`config.mk`:
```
export PLATFORM = sky130hd
export DESIGN_NAME = double_ended_queue_unit
export DESIGN_NICKNAME = d
export VERILOG_FILES = /design/src/hdl/dq_pkg.sv /design/src/hdl/dq_ram.sv /design/src/hdl/double_ended_queue_unit.sv
export SDC_FILE = /design/constraint.sdc
export NUM_CORES = 1
export LEC_CHECK = 0
export BUFFER_PORTS_ARGS = -buffer_cell sky130_fd_sc_hd__buf_2
export CAP_MARGIN = 20
export CORE_MARGIN = 10
export CORE_UTILIZATION = 30
export DETAILED_ROUTE_END_ITERATION = 12
export PLACE_DENSITY = 0.49
export SETUP_SLACK_MARGIN = 0.5
export SLEW_MARGIN = 25
export SYNTH_ARGS = -nofsm -noshare
export SYNTH_HDL_FRONTEND = slang
export SYNTH_SLANG_ARGS = --single-unit
```
`constraint.sdc`:
```
create_clock -name clk -period 4.7 [get_ports clk]
set_clock_uncertainty 0.05 [all_clocks]
set_input_delay 0.235 -clock clk [delete_from_list [all_inputs] [get_ports clk]]
set_output_delay 0.235 -clock clk [all_outputs]
set_load 0.01 [all_outputs]
```
`src/hdl/dq_pkg.sv`:
```
`default_nettype none
// ----------------------------------------------------------------------------
// dq_pkg
// Shared sizes, request codes, status codes and ring arithmetic for the
// double-ended queue.
// ----------------------------------------------------------------------------
package dq_pkg;

  localparam int DEPTH      = 16;
  localparam int DATA_WIDTH = 32;
  localparam int IDX_W      = $clog2(DEPTH);
  localparam int CNT_W      = $clog2(DEPTH + 1);
  localparam int SUM_W      = IDX_W + 1;
  localparam int REQ_W      = 3;
  localparam int STATUS_W   = 2;

  localparam logic [REQ_W-1:0] OP_PUSH_FRONT = 3'd0;
  localparam logic [REQ_W-1:0] OP_PUSH_BACK  = 3'd1;
  localparam logic [REQ_W-1:0] OP_POP_FRONT  = 3'd2;
  localparam logic [REQ_W-1:0] OP_POP_BACK   = 3'd3;
  localparam logic [REQ_W-1:0] OP_CLEAR      = 3'd4;

  localparam logic [STATUS_W-1:0] ST_OK    = 2'd0;
  localparam logic [STATUS_W-1:0] ST_EMPTY = 2'd1;
  localparam logic [STATUS_W-1:0] ST_FULL  = 2'd2;

  localparam logic [CNT_W-1:0] COUNT_FULL = CNT_W'(DEPTH);
  localparam logic [IDX_W-1:0] IDX_LAST   = IDX_W'(DEPTH - 1);
  localparam logic [SUM_W-1:0] DEPTH_SUM  = SUM_W'(DEPTH);

  typedef logic [IDX_W-1:0] idx_t;
  typedef logic [CNT_W-1:0] cnt_t;

  // Reduces a sum below twice the depth to a ring index.
  function automatic idx_t dq_wrap(input logic [SUM_W-1:0] s);
    logic [SUM_W-1:0] r;
    r = (s >= DEPTH_SUM) ? (s - DEPTH_SUM) : s;
    return r[IDX_W-1:0];
  endfunction

endpackage
`default_nettype wire

```
`src/hdl/dq_ram.sv`:
```
`default_nettype none
// ----------------------------------------------------------------------------
// dq_ram
// Generic single-write, single-read RAM with a registered read port.
// ----------------------------------------------------------------------------
module dq_ram #(
  parameter int WIDTH = 32,
  parameter int DEPTH = 16
) (
  input  wire logic                     clk,
  input  wire logic                     we,
  input  wire logic [$clog2(DEPTH)-1:0] waddr,
  input  wire logic [WIDTH-1:0]         wdata,
  input  wire logic [$clog2(DEPTH)-1:0] raddr,
  output logic      [WIDTH-1:0]         rdata
);

  logic [WIDTH-1:0] mem [DEPTH];

  always_ff @(posedge clk) begin
    if (we) begin
      mem[waddr] <= wdata;
    end
    rdata <= mem[raddr];
  end

endmodule
`default_nettype wire

```
`src/hdl/double_ended_queue_unit.sv`:
```
`default_nettype none
// ----------------------------------------------------------------------------
// double_ended_queue_unit
// Double-ended queue of data words held in a ring memory with a head index
// and a count. Each request pushes or pops at either end or clears the queue.
// ----------------------------------------------------------------------------
// Sequence: an accepted request writes the entry and moves head and count;
// in S_READ the RAMs read the new front and back words, and in S_RESP the
// registered words are shown with out_strobe for exactly one cycle.
// A new request is taken only in S_IDLE; busy is high in S_READ and S_RESP.
// Reset: rst_n clears head, count and sequencer; the ring needs no clearing.
// ----------------------------------------------------------------------------
module double_ended_queue_unit (
  input  wire logic                             clk,
  input  wire logic                             rst_n,
  input  wire logic                             start,
  output logic                                  busy,
  input  wire logic [dq_pkg::REQ_W-1:0]         in_req_type,
  input  wire logic [dq_pkg::DATA_WIDTH-1:0]    in_push_value,
  output logic                                  out_strobe,
  output logic      [dq_pkg::DATA_WIDTH-1:0]    out_front_value,
  output logic      [dq_pkg::DATA_WIDTH-1:0]    out_back_value,
  output logic      [dq_pkg::CNT_W-1:0]         out_entry_count,
  output logic      [dq_pkg::STATUS_W-1:0]      out_status
);
  import dq_pkg::*;

  localparam logic [1:0] S_IDLE = 2'd0;
  localparam logic [1:0] S_READ = 2'd1;
  localparam logic [1:0] S_RESP = 2'd2;

  logic [1:0]          state_r, state_nxt;
  idx_t                head_r, head_nxt;
  cnt_t                count_r, count_nxt;
  logic [STATUS_W-1:0] status_r, status_nxt;

  logic                  accept;
  logic                  wr_en;
  idx_t                  wr_addr;
  idx_t                  back_addr;
  cnt_t                  count_m1;
  logic [DATA_WIDTH-1:0] front_rd, back_rd;

  assign accept   = start && (state_r == S_IDLE);
  assign busy     = (state_r != S_IDLE);
  assign count_m1 = count_r - cnt_t'(1);

  always_comb begin
    head_nxt   = head_r;
    count_nxt  = count_r;
    status_nxt = status_r;
    wr_en      = 1'b0;
    wr_addr    = dq_wrap(SUM_W'(head_r) + SUM_W'(count_r));
    if (accept) begin
      status_nxt = ST_OK;
      unique case (in_req_type)
        OP_PUSH_FRONT: begin
          if (count_r == COUNT_FULL) begin
            status_nxt = ST_FULL;
          end else begin
            head_nxt  = (head_r == '0) ? IDX_LAST : head_r - idx_t'(1);
            wr_addr   = head_nxt;
            wr_en     = 1'b1;
            count_nxt = count_r + cnt_t'(1);
          end
        end
        OP_PUSH_BACK: begin
          if (count_r == COUNT_FULL) begin
            status_nxt = ST_FULL;
          end else begin
            wr_en     = 1'b1;
            count_nxt = count_r + cnt_t'(1);
          end
        end
        OP_POP_FRONT: begin
          if (count_r == '0) begin
            status_nxt = ST_EMPTY;
          end else begin
            head_nxt  = dq_wrap(SUM_W'(head_r) + SUM_W'(1));
            count_nxt = count_m1;
          end
        end
        OP_POP_BACK: begin
          if (count_r == '0) begin
            status_nxt = ST_EMPTY;
          end else begin
            count_nxt = count_m1;
          end
        end
        OP_CLEAR: begin
          head_nxt  = '0;
          count_nxt = '0;
        end
        default: begin
        end
      endcase
    end
  end

  always_comb begin
    unique case (state_r)
      S_IDLE:  state_nxt = accept ? S_READ : S_IDLE;
      S_READ:  state_nxt = S_RESP;
      S_RESP:  state_nxt = S_IDLE;
      default: state_nxt = S_IDLE;
    endcase
  end

  always_ff @(posedge clk) begin
    if (!rst_n) begin
      state_r  <= S_IDLE;
      head_r   <= '0;
      count_r  <= '0;
      status_r <= ST_OK;
    end else begin
      state_r  <= state_nxt;
      head_r   <= head_nxt;
      count_r  <= count_nxt;
      status_r <= status_nxt;
    end
  end

  assign back_addr = (count_r == '0) ? head_r : dq_wrap(SUM_W'(head_r) + SUM_W'(count_m1));

  dq_ram #(.WIDTH(DATA_WIDTH), .DEPTH(DEPTH)) u_front_ram (
    .clk   (clk),
    .we    (wr_en),
    .waddr (wr_addr),
    .wdata (in_push_value),
    .raddr (head_r),
    .rdata (front_rd)
  );

  dq_ram #(.WIDTH(DATA_WIDTH), .DEPTH(DEPTH)) u_back_ram (
    .clk   (clk),
    .we    (wr_en),
    .waddr (wr_addr),
    .wdata (in_push_value),
    .raddr (back_addr),
    .rdata (back_rd)
  );

  assign out_strobe      = (state_r == S_RESP);
  assign out_front_value = (count_r == '0) ? '0 : front_rd;
  assign out_back_value  = (count_r == '0) ? '0 : back_rd;
  assign out_entry_count = count_r;
  assign out_status      = status_r;

  a_count_bound: assert property (@(posedge clk) disable iff (!rst_n)
    count_r <= COUNT_FULL)
    else $error("Stored count exceeds the ring depth.");

  a_result_follows: assert property (@(posedge clk) disable iff (!rst_n)
    accept |-> ##2 out_strobe)
    else $error("Result did not follow an accepted request.");

  a_full_status: assert property (@(posedge clk) disable iff (!rst_n)
    (out_strobe && out_status == ST_FULL) |-> (out_entry_count == COUNT_FULL))
    else $error("Full status reported while the ring is not full.");

  a_empty_status: assert property (@(posedge clk) disable iff (!rst_n)
    (out_strobe && out_status == ST_EMPTY) |-> (out_entry_count == '0))
    else $error("Empty status reported while the ring holds words.");

  a_idle_stable: assert property (@(posedge clk) disable iff (!rst_n)
    (!accept && !busy) |=> ($stable(head_r) && $stable(count_r)))
    else $error("Ring pointers moved without a request.");

endmodule
`default_nettype wire
```
==> flow_summary.yaml <==
run_status:
  status: "completed"
synth:
  avgSynthCellArea_um2: 19.7
  async_flop_share_pct: 0
  yosysWarnings: 0
  netlist_area_mm2: 0.0261
  synthCells: 1320
  synthTopCellsByArea: "edfxtp_1, mux4_2, dfxtp_1"
  syn_nets: 1371
  ys_ff_latch: 589
  post_synth_num_cell_types: 52
  ys_seq_area_share_pct: 64.9
  synth_edf_count: 512
  synth_top_area_share_pct: 59.0
  synth_flop_cell: "edfxtp_1"
  synth_largest_area_cell: "edfxtp_1"
layout:
  areaGrowthSynthToFinish_pct: 18.3
  fin_cells: 2705
  seq_area_mm2: 0.0169
  fill_cells: 8073
  drive_above_1_share_pct: 37.4
  multi_input_area_mm2: 0.00876
  nNetsFinal: 1546
route:
  wl_mm: 72.0
  first_iter_violations: 992
  vias: 14000
  drc: 0
  wl_per_cell_um: 26.6
  antenna_left: 0
  vias_per_cell: 5.18
  drt-pass1-iter-count: 5
worst_setup_path:
  crit_path_end_kind: "register"
  reg2reg_slack_ns: 0.92
  r2r_start: "out_entry_count[0]"
  reg2reg_depth: 11
  path_class: "reg2reg"
  worstPathRequired_ns: 5.20
  crit_path_start_kind: "register"
  r2r-end: "u_back_ram.rdata[26]"
  cp.arrival_ns: 4.29
  crit_fanout: 10
timing:
  setup_viol: 0
  setup_tns_ns: 0
  worst_pin_slew_ns: 1.07
  rsz0062_at_grt: "false"
  fin_crit_sh_pct: 80.5
  max_freq_ghz: 0.264
  drv_slew: 0
  min_period_ns: 3.78
  hold_viol_final: 0
  max_slew_margin_pct: 28.5
global_route:
  grt_start_max_net_pins: 112
  grt_pass1_vias: 14900
  grt_pass1_wl_mm: 105
  antenna_found_initial: 2
  grt_util_all_layers_pct: 14.5
  grt_overflow: 0
power_and_ir_drop:
  pwr-share-clk_pct: 36.9
  leakage_nw: 9.85
  p_comb_share_pct: 17.8
  intPower_mw: 9.83
  vdd_drop_max_mv: 0.321
  seq_power_share_pct: 45.3
  swShare_pct: 26.2
  powerDensity_mw_per_mm2: 432
  switching_power_mw: 3.49
cts:
  clock_latency_ns: 0.60
  cts_buffers: 66
  htreeDepth: 3
  root_buffer: "clkbuf_16"
  cts_buffer_depth: 3
  post-cts-setup-buffers: 0
  path_clk_slew_ns: 0.06
  hold_buffers: 34
  cts_resized: 0
  cts_tree: "done"
  clock-sinks: 589
placement:
  io_buffers: 110
  place_congestion: 0.752
  place_hpwl_mm: 42.0
  dp_cells: 2547
min_path:
  holdPathStages: 4
  hold_start: "in_req_type[0]"
  hold_class: "in2reg"
  holdPathEnd: "head_r[0]"
floorplanning:
  die-area_mm2: 0.0991
  ios: 111
  die_w_um: 315
  die_y_um: 315
  start_util_pct: 30.1
  rows: 108
  core-area_mm2: 0.0865
flow_run:
  drv_cap: 0
==> metal layers <==
| layer | track usage [%] | share of wire [%] | up-vias |
|---|---|---|---|
| li1 | - | - | 5932 |
| met1 | 18.4 | 42 | 7517 |
| met2 | 24.5 | 50 | 423 |
| met3 | 2.51 | 4.6 | 134 |
| met4 | 5.30 | 3.1 | 4 |
| met5 | 0 | 0.029 | - |
==> logic make-up (layout without fill, tap and decap cells) <==
kind of cell / after synthesis / in the layout / share of synthesized area [%]
fa+ha+maj: 13 / 13 / 0.682
buf+inv: 108 / 337 / 2.02
simple gates: 188 / 188 / 3.62
mux: 295 / 295 / 25.2
flops: 589 / 589 / 64.9
compound gates: 119 / 119 / 3.34
other cells: 0 / 1 / 0
xor+xnor: 8 / 8 / 0.269
==> stage by stage <==
| stage | util [%] | power (mW) | instance area [um^2] | hold WS (ns) | setup slack (ns) |
|---|---|---|---|---|---|
| after global placement | 32.8 | 8.55 | 28400 | 0.381 | 0.941 |
| after detailed placement | 32.8 | 8.56 | 28400 | 0.392 | 0.860 |
| after floorplan | - | 7.67 | 26100 | 0.284 | 0.536 |
| after CTS | 35.6 | 13.6 | 30800 | 0.0871 | 0.861 |
| after global routing | 35.6 | 13.9 | 30800 | 0.118 | 0.696 |
| final | 35.7 | 13.3 | 30800 | 0.111 | 0.918 |
==> state kept, by name, summed over array words and instances, names as in the netlist <==
register           count
head_r                 4
u_front_ram.mem      480
u_back_ram.mem        32
out_status             2
state_r                2
u_front_ram.rdata     32
out_entry_count        5
u_back_ram.rdata      32
==> power by group through the flow <==
stage / clock network, mW / logic [mW] / registers, mW
after floorplan: 0 / 1.63 / 6.04
after CTS: 5.08 / 2.44 / 6.05
after detailed placement: 0 / 2.40 / 6.15
after global placement: 0 / 2.39 / 6.16
final: 4.92 / 2.38 / 6.03
after global routing: 5.30 / 2.57 / 6.05
==> layout by cell type, fill, tap and decap left out, types with 7 or more instances in the layout <==
cell type and n:
clkbuf_8 10, nor2b_1 7, clkbuf_1 22, a22oi_1 64, o21ai_0 7, buf_4 37, dfxtp_1 73, and2_1 65
dlygate4sd3_1 34, buf_12 18, nor2_4 16, clkbuf_16 66, clkinv_2 7, edfxtp_1 512, mux4_2 288, ha_1 11
inv_1 15, clkinv_1 7, nand2_1 53, buf_2 110, a21oi_1 15, nor2_1 26
==> how the worst max path moves through the flow <==
stage	start	endpoint	slack, ns	cells after the start
floorplan	head_r[1]	u_front_ram.mem[7][0]	0.54	9
global placement	out_entry_count[0]	u_back_ram.rdata[25]	0.94	11
detailed placement	out_entry_count[0]	u_back_ram.rdata[26]	0.86	11
CTS	out_entry_count[0]	u_back_ram.rdata[26]	0.86	11
global route	out_entry_count[0]	u_back_ram.rdata[28]	0.70	11
finish	out_entry_count[0]	u_back_ram.rdata[26]	0.92	11
==> Yosys cell counts, drive strengths merged, types with 2 or more instances <==
library cell,count
mux2i,4
clkbuf,38
o31a,2
a22oi,68
mux4,288
o22ai,3
a21o,3
mux2,3
fa,2
nor3,4
a211o,3
nor4,2
and2,65
nand3,4
ha,11
xor2,4
edfxtp,512
inv,15
o21ai,10
nor2,42
dfxtp,77
nand2,53
a211oi,4
xnor2,4
nor2b,7
nand4,2
a21oi,15
nand2b,2
o31ai,2
buf,55
==> layout make-up <==
type / instances / share of cell area (%)
diodes: 1 / 0.00812
clock buffers: 98 / 6.07
clock inverters: 24 / 0.678
inverters: 15 / 0.183
multi-input cells: 623 / 28.4
flip-flops and latches: 589 / 54.9
well taps: 1155 / 4.69
repair buffers: 200 / 5.05
==> critical path: stages (launching register included) <==
cell and delay [ns]:
dfxtp_1 0.50, inv_1 0.14, ha_1 0.24, xor2_1 0.23
ha_1 0.31, and3_1 0.17, or4_1 0.53, a211o_1 0.36
a22oi_2 0.72, buf_4 0.30, a22oi_1 0.09, nand2_1 0.09
Note: power is estimated with default switching activity, not from simulation.
